## config.mk

```make
export PLATFORM = sky130hd
export DESIGN_NAME = urc_accum
export DESIGN_NICKNAME = d
export VERILOG_FILES = /design/src/design/urc_pkg.sv /design/src/design/urc_accum.sv
export SDC_FILE = /design/constraint.sdc
export NUM_CORES = 1
export LEC_CHECK = 0
export BUFFER_PORTS_ARGS = -buffer_cell sky130_fd_sc_hd__buf_2
export CAP_MARGIN = 30
export CORE_MARGIN = 2
export CORE_UTILIZATION = 48
export DETAILED_ROUTE_END_ITERATION = 7
export GPL_TIMING_DRIVEN = 0
export PLACE_DENSITY_LB_ADDON = 0.25
export REMOVE_ABC_BUFFERS = 1
export SKIP_LAST_GASP = 1
export SLEW_MARGIN = 0
export SYNTH_ARGS = -nofsm -noshare
export SYNTH_HDL_FRONTEND = slang
export SYNTH_SLANG_ARGS = --single-unit
```

## constraint.sdc

```tcl
create_clock -name clk -period 4.4 [get_ports clk]
set_input_delay 0.88 -clock clk [delete_from_list [all_inputs] [get_ports clk]]
set_output_delay 0.88 -clock clk [all_outputs]
set_load 0.1 [all_outputs]
```

## src/design/urc_pkg.sv

```systemverilog
// shared types, constants and checksum helper for the udp receive checker
package urc_pkg;

    localparam int PORT_ENTRIES   = 4;
    localparam int REG_ENTRIES    = 4;
    localparam int SEARCH_ENTRIES = (PORT_ENTRIES < REG_ENTRIES) ? PORT_ENTRIES : REG_ENTRIES;

    localparam int BYTE_W       = 8;
    localparam int IP_W         = 32;
    localparam int WORD_W       = 16;
    localparam int COUNT_W      = 16;
    localparam int RECV_W       = COUNT_W + 1;
    localparam int IPSUM_W      = WORD_W + 1;
    localparam int ENTRY_W      = 2;
    localparam int VERDICT_W    = 3;
    localparam int PORT_ENTRY_W = WORD_W + 1;
    localparam int CFG_IDX_W    = 3;
    localparam int CFG_DATA_W   = 32;
    localparam int TOTAL_W      = 20;

    localparam int S_FIELD_W = BYTE_W + IP_W;
    localparam int S_TDATA_W = ((S_FIELD_W + 7) / 8) * 8;
    localparam int M_FIELD_W = VERDICT_W + ENTRY_W + 3 * WORD_W;
    localparam int M_TDATA_W = ((M_FIELD_W + 7) / 8) * 8;

    localparam int HEADER_BYTES = 8;
    localparam int MIN_RECEIVED = 6;
    localparam int UDP_PROTOCOL = 17;

    // header byte positions
    localparam logic [COUNT_W-1:0] OFS_SRC_HI = 16'd0;
    localparam logic [COUNT_W-1:0] OFS_SRC_LO = 16'd1;
    localparam logic [COUNT_W-1:0] OFS_DST_HI = 16'd2;
    localparam logic [COUNT_W-1:0] OFS_DST_LO = 16'd3;
    localparam logic [COUNT_W-1:0] OFS_LEN_HI = 16'd4;
    localparam logic [COUNT_W-1:0] OFS_LEN_LO = 16'd5;

    // configuration register indexes
    localparam logic [CFG_IDX_W-1:0] CFG_LOCAL_IP  = 3'd0;
    localparam logic [CFG_IDX_W-1:0] CFG_PORT_BASE = 3'd1;

    typedef enum logic [VERDICT_W-1:0] {
        VERDICT_DELIVERED    = 3'd0,
        VERDICT_UNREACHABLE  = 3'd1,
        VERDICT_TOO_SHORT    = 3'd2,
        VERDICT_BAD_CHECKSUM = 3'd3,
        VERDICT_TRUNCATED    = 3'd4
    } verdict_t;

    typedef struct packed {
        logic [IPSUM_W-1:0]                        local_ip_sum;
        logic [REG_ENTRIES-1:0][PORT_ENTRY_W-1:0]  port_entry;
    } cfg_t;

    typedef struct packed {
        logic [WORD_W-1:0]  run_sum;
        logic [WORD_W-1:0]  pad_word;
        logic [IPSUM_W-1:0] ip_sum;
        logic [WORD_W-1:0]  source_port;
        logic [WORD_W-1:0]  dst_port;
        logic [WORD_W-1:0]  length;
        logic [RECV_W-1:0]  received;
    } final_t;

    // ones' complement add with end-around carry
    function automatic logic [WORD_W-1:0] add16(input logic [WORD_W-1:0] a,
                                                input logic [WORD_W-1:0] b);
        logic [WORD_W:0] s;
        begin
            s = {1'b0, a} + {1'b0, b};
            return s[WORD_W-1:0] + {{(WORD_W-1){1'b0}}, s[WORD_W]};
        end
    endfunction

endpackage

```

## src/design/urc_accum.sv

```systemverilog
// input register, header capture and running checksum per datagram
module urc_accum
(
    input  logic                             clk,
    input  logic                             rst_n,
    input  logic                             s_tvalid,
    output logic                             s_tready,
    input  logic [urc_pkg::S_TDATA_W-1:0]    s_tdata,
    input  logic                             s_tlast,
    output logic                             fin_valid,
    input  logic                             fin_ready,
    output urc_pkg::final_t                  fin
);

    localparam int BW = urc_pkg::BYTE_W;
    localparam int WW = urc_pkg::WORD_W;

    logic                        s1_valid_reg, s1_valid_next;
    logic [BW-1:0]               s1_byte_reg;
    logic                        s1_last_reg;
    logic [urc_pkg::IP_W-1:0]    s1_ip_reg;
    logic                        s_accept, s1_go, f_hold;

    logic [urc_pkg::COUNT_W-1:0] count_reg, count_next, count_upd, idx;
    logic [WW-1:0]               run_reg, run_next, run_upd;
    logic [BW-1:0]               held_reg, held_next, held_upd;
    logic [WW-1:0]               src_reg, src_next, src_upd;
    logic [WW-1:0]               dst_reg, dst_next, dst_upd;
    logic [WW-1:0]               len_reg, len_next, len_upd;
    logic [urc_pkg::IPSUM_W-1:0] ipsum_reg, ipsum_next, ipsum_upd;
    logic                        take;

    logic                        f_valid_reg, f_valid_next;
    urc_pkg::final_t             f_reg, f_next;

    assign f_hold   = f_valid_reg && !fin_ready;
    assign s1_go    = s1_valid_reg && !(s1_last_reg && f_hold);
    assign s_tready = !s1_valid_reg || s1_go;
    assign s_accept = s_tvalid && s_tready;

    assign s1_valid_next = s_accept ? 1'b1 : (s1_go ? 1'b0 : s1_valid_reg);
    assign f_valid_next  = (s1_go && s1_last_reg) ? 1'b1 : (fin_ready ? 1'b0 : f_valid_reg);

    always_comb
    begin
        idx       = count_reg;
        src_upd   = src_reg;
        dst_upd   = dst_reg;
        len_upd   = len_reg;
        held_upd  = held_reg;
        run_upd   = run_reg;
        ipsum_upd = ipsum_reg;

        // sender address sampled on the first word
        if (idx == '0)
        begin
            ipsum_upd = {1'b0, s1_ip_reg[urc_pkg::IP_W-1:WW]} + {1'b0, s1_ip_reg[WW-1:0]};
        end

        unique case (idx)
            urc_pkg::OFS_SRC_HI: src_upd = {s1_byte_reg, {BW{1'b0}}};
            urc_pkg::OFS_SRC_LO: src_upd = {src_reg[WW-1:BW], s1_byte_reg};
            urc_pkg::OFS_DST_HI: dst_upd = {s1_byte_reg, {BW{1'b0}}};
            urc_pkg::OFS_DST_LO: dst_upd = {dst_reg[WW-1:BW], s1_byte_reg};
            urc_pkg::OFS_LEN_HI: len_upd = {s1_byte_reg, {BW{1'b0}}};
            urc_pkg::OFS_LEN_LO: len_upd = {len_reg[WW-1:BW], s1_byte_reg};
            default:             ;
        endcase

        // header always summed, payload only up to the length field
        take = (idx != '1)
            && ((idx < urc_pkg::COUNT_W'(urc_pkg::HEADER_BYTES)) || (idx < len_upd));

        if (take)
        begin
            if (!idx[0])
            begin
                held_upd = s1_byte_reg;
            end
            else
            begin
                run_upd = urc_pkg::add16(run_reg, {held_reg, s1_byte_reg});
            end
        end

        count_upd = (idx == '1) ? idx : idx + 1'b1;

        f_next.run_sum     = run_upd;
        f_next.pad_word    = len_upd[0] ? {held_upd, {BW{1'b0}}} : '0;
        f_next.ip_sum      = ipsum_upd;
        f_next.source_port = src_upd;
        f_next.dst_port    = dst_upd;
        f_next.length      = len_upd;
        f_next.received    = {1'b0, idx} + urc_pkg::RECV_W'(1);

        // per-datagram state starts over after the final word
        count_next = s1_last_reg ? '0 : count_upd;
        run_next   = s1_last_reg ? '0 : run_upd;
        held_next  = s1_last_reg ? '0 : held_upd;
        src_next   = s1_last_reg ? '0 : src_upd;
        dst_next   = s1_last_reg ? '0 : dst_upd;
        len_next   = s1_last_reg ? '0 : len_upd;
        ipsum_next = s1_last_reg ? '0 : ipsum_upd;
    end

    always_ff @(posedge clk or negedge rst_n)
    begin
        if (!rst_n)
        begin
            s1_valid_reg <= 1'b0;
            f_valid_reg  <= 1'b0;
            count_reg    <= '0;
            run_reg      <= '0;
            held_reg     <= '0;
            src_reg      <= '0;
            dst_reg      <= '0;
            len_reg      <= '0;
            ipsum_reg    <= '0;
        end
        else
        begin
            s1_valid_reg <= s1_valid_next;
            f_valid_reg  <= f_valid_next;
            if (s1_go)
            begin
                count_reg <= count_next;
                run_reg   <= run_next;
                held_reg  <= held_next;
                src_reg   <= src_next;
                dst_reg   <= dst_next;
                len_reg   <= len_next;
                ipsum_reg <= ipsum_next;
            end
        end
    end

    always_ff @(posedge clk)
    begin
        if (s_accept)
        begin
            s1_byte_reg <= s_tdata[BW-1:0];
            s1_ip_reg   <= s_tdata[BW+urc_pkg::IP_W-1:BW];
            s1_last_reg <= s_tlast;
        end
        if (s1_go && s1_last_reg)
        begin
            f_reg <= f_next;
        end
    end

    assign fin_valid = f_valid_reg;
    assign fin       = f_reg;

endmodule

```

---- Yosys cells after proc, flatten, opt, wreduce, memory -nomap -nowiden ----
Index checks and enable logic that the tools add are counted.
operators by class
  add/subtract/negate cells ............... 5
  $lt $le $gt $ge ......................... 2
  equality and inequality tests ........... 8
  multiplexer cells ....................... 20
  reductions and logical operators ........ 15
operators with widths
  cell                                                                     number
  16-bit two-way mux                                                       8
  16-bit one-hot mux with 2 select lines                                   3
  16-bit by 16-bit adder with 17-bit output                                2
  17-bit two-way mux                                                       2
  16-bit by 2-bit equality test with 1-bit output (second input constant)  2
  16-bit by 3-bit equality test with 1-bit output (second input constant)  2
  8-bit two-way mux                                                        3
  16-bit by 1-bit adder with 17-bit output (second input constant)         1
  16-bit by 1-bit adder with 16-bit output                                 1
  16-bit by 1-bit adder with 16-bit output (second input constant)         1
  16-bit by 1-bit equality test with 1-bit output (second input constant)  1
  16-bit equality test (second input constant)                             1
  16-bit zero test                                                         1
  16-bit < comparator                                                      1
  16-bit by 4-bit < comparator with 1-bit output (second input constant)   1
  16-bit inequality test (second input constant)                           1
  1-bit logical AND                                                        6
  1-bit two-way mux                                                        4
  2-bit nonzero test                                                       2
  1-bit zero test                                                          3
  1-bit logical OR                                                         2
  2-bit inequality test (second input constant)                            1
  2-bit AND reduction                                                      1
storage, ports and cells
  register bits ........................... 262
  input port bits ......................... 45
  output and inout port bits .............. 116
  logic and storage cells ................. 70

---- Longest topological paths before layout ----
  depth after elaboration ................. 8
  gate-level depth with buffers ........... 19
  gate-level depth less buffers ........... 19

---- Worst setup path after synthesis ----
OpenSTA, ideal clock, no wires.
  path kind ............................... reg-to-reg
  start ................................... register f_valid_reg (netlist: fin_valid)
  end ..................................... register f_reg (netlist bit fin[0]) (enable)
  setup time .............................. 478 ps
  data arrival time ....................... 3622 ps
  required time ........................... 3922 ps
  setup slack ............................. 300 ps
  cell stages (with the launch flop) ...... 4
  buffers on the path ..................... 0
  clock period less this slack ............ 4100 ps
  cells stage by stage .................... dfrtp_1 nor2b_1 nand2_1 and3_1
on the way
  word-level cells in the longest chain between the ends .. 5
RTL lines
  what                    RTL line          text
  from (decl)             urc_accum.sv:33   logic f_valid_reg, f_valid_next;
  from (signal assigned)  urc_accum.sv:123  f_valid_reg <= f_valid_next;
  1-bit logical AND       urc_accum.sv:36   assign f_hold = f_valid_reg && !fin_ready;
  1-bit logical AND       urc_accum.sv:37   assign s1_go = s1_valid_reg && !(s1_last_reg && f_hold);
  1-bit zero test         urc_accum.sv:37
  1-bit logical AND       urc_accum.sv:37
  1-bit logical AND       urc_accum.sv:145  if (s1_go && s1_last_reg)
  to (signal assigned)    urc_accum.sv:147  f_reg <= f_next;
  to (decl)               urc_accum.sv:34   urc_pkg::final_t f_reg, f_next;
No other way between the ends.
A chain may end at the register's enable or synchronous reset.

==> metrics.csv <==
metric,value,unit
grt_use_total,21.40,%
endpoint_kind,flop,
rows,58,
cts_buffers,27,
yosysSeqAreaShare,58.31,%
grt_pass1_vias,8003,
start_util,48.58,%
synth_flop_cell,edfxtp_1,
fin_skew,0.01288,ns
drv_slew,0,
placedCellCount,1431,
crit_required,4.67,ns
die_h,163.2,um
async_reset_ff_share,42.13,%
post-route-drc-count,0,
cts_root_buf,clkbuf_16,
drt-initial-drc-count,618,
slew_headroom,37.64,%
path_max_fanout,11,
path_clk_slew,0.07,ns
die_w,163.2,um
routedWlPerCell,18.82,um
area_delta_synth_final,18.20,%
via_per_inst,5.623,
power_density,512.1,nW/um^2
yosysWarnings,0,
syn_inst,991,
fin_crit_sh,97.04,%
htree_levels,1,
reg2regPathDepth,15,
first_pass_iters,5,
final_cell_mix,"buf_2, edfxtp_1, a22o_1",
synth_area_leaders,"edfxtp_1, dfrtp_1, a22o_1",
synth_area,12160,um^2
fmax,0.2342,GHz
crit_path_start_kind,flop,
peakVddDrop,0.3160,mV
ctsLongestPathBuffers,3,
ys_types,67,
layout_commonest_cell,buf_2,
die-area,26630,um^2
setup.worst_path.class,flop to flop,
total_power,7.363,mW
cts_tree,yes,
clk_latency,0.53,ns
critPathArrivalTime,4.54,ns
num_vias,8417,
worst_slack,0.1303,ns
setup_viol,0,
hold_viol,0,
hold_slack,0.2097,ns
yosys_register_bits,254,
p_leak,6.245,nW
synth-edff-count,147,
stdcell_count,1497,
boundaryPins,161,
hpwl,18.70,mm
tightest_slew,0.9335,ns
r2r_end,fin[98],
largest_reg_flops,106,
grt_pass1_wl,44.41,mm
core_area,25040,um^2
grt_antenna_before_repair,4,
period_minus_slack,4.270,ns
nFillCells,2040,
io_buffers,152,
post-synth-top-area-fraction,36.29,%
hold_path_class,input pin to asynchronous set/reset pin,
maxCapViolations,0,
ant_nets,0,
grt_max_degree,84,
status,"finished, final reports clean",
rrSetupSlack,0.13,ns
yosys.area.top_type,edfxtp_1,
nNetsFinal,1244,
drive_gt1_share,22.83,%
post-place-ws,-0.2959,ns
wl,28.18,mm
syn_area_per_cell,12.27,um^2
gp_congestion,0.8735,
cts.sink_count,254,
timing.rr.start,count_reg[0],
grt_overflow,0,
## critical path, cell delays in order, from the launching register on
cell and delay (ns):
dfrtp_2 0.51, inv_2 0.15, ha_1 0.28, nor4bb_4 0.35
and4_4 0.32, o21ai_2 0.14, a22oi_2 0.22, ha_1 0.29
a21o_1 0.18, a21o_1 0.17, a21o_1 0.17, a21oi_1 0.13
nand2_1 0.12, o21ai_4 0.27, and3_4 0.33, mux2_2 0.37
## metrics by stage
step           utilization, %  TNS [ns]  cell area (um^2)
2_1_floorplan               -         0             11900
3_3_place_gp            52.23   -198.84             13080
4_1_cts                 56.85         0             14230
3_5_place_dp            52.81    -10.89             13220
6_report                57.42         0             14380
5_1_grt                 57.41   -0.3748             14370
## power by group
| part | leakage, nW | internal (mW) | switching (mW) |
|---|---|---|---|
| sequential | 2.88 | 2.83 | 0.142 |
| combinational | 2.95 | 0.632 | 1.47 |
| clock | 0.420 | 1.35 | 0.932 |
| total | 6.24 | 4.81 | 2.55 |
## logic make-up (layout without fill, tap and decap cells)
group	after synthesis	in the layout	share of synthesized area, %
AND/OR/NAND/NOR	243	245	10.01
adder cells (fa/ha/maj)	53	53	5.576
other	1	10	0.03083
AO/OA/AOI/OAI	274	274	16.60
flip-flops	254	254	58.31
buffers and inverters	91	256	3.456
XOR/XNOR	49	49	3.528
multiplexers	26	26	2.490
## per-layer routing
metal | vias up | track usage [%] | part of all wire (%)
met5 | - | 0 | 0.096
met2 | 273 | 34.10 | 47
met1 | 4064 | 29.92 | 44
li1 | 4018 | - | -
met3 | 58 | 4.469 | 6.9
met4 | 4 | 5.833 | 2.5
## how the worst max path moves through the flow
stage	startpoint	depth (start not counted)	to
floorplan	fin_valid	8	count_reg[6]
global placement	fin_ready	9	count_reg[6]
detailed placement	count_reg[0]	16	fin[93]
CTS	count_reg[0]	15	fin[100]
global route	count_reg[0]	16	fin[98]
finish	count_reg[0]	15	fin[98]
## layout make-up
class | instances | area, um^2 | share of cell area (%)
diodes | 2 | 5.005 | 0.03481
clock buffers | 33 | 729.5 | 5.074
clock inverters | 15 | 163.9 | 1.140
inverters | 36 | 135.1 | 0.9399
multi-input cells | 655 | 4822 | 33.54
flip-flops and latches | 254 | 7093 | 49.34
well taps | 330 | 412.9 | 2.872
repair buffers | 172 | 1015 | 7.058
## repair_timing
item                                    in CTS  in global routing
pin swaps                                    2                  4
hold buffers                                 0                  0
hold endpoints to repair                     0                  0
gates resized for setup                     12                 17
cloned                                       2                  0
setup buffers                                8                  5
endpoints found under the setup margin      48                 47
## synth_stat cells (19+ instances only)
| library cell | count |
|---|---|
| nand3_1 | 24 |
| a21oi_1 | 26 |
| xor2_1 | 19 |
| edfxtp_1 | 147 |
| a22o_1 | 116 |
| clkbuf_1 | 37 |
| nor2_1 | 49 |
| ha_1 | 51 |
| dfrtp_1 | 107 |
| o21ai_0 | 57 |
| nand2_1 | 89 |
| xnor2_1 | 30 |
| inv_1 | 36 |
No activity file was read; power rests on OpenSTA's default activity.
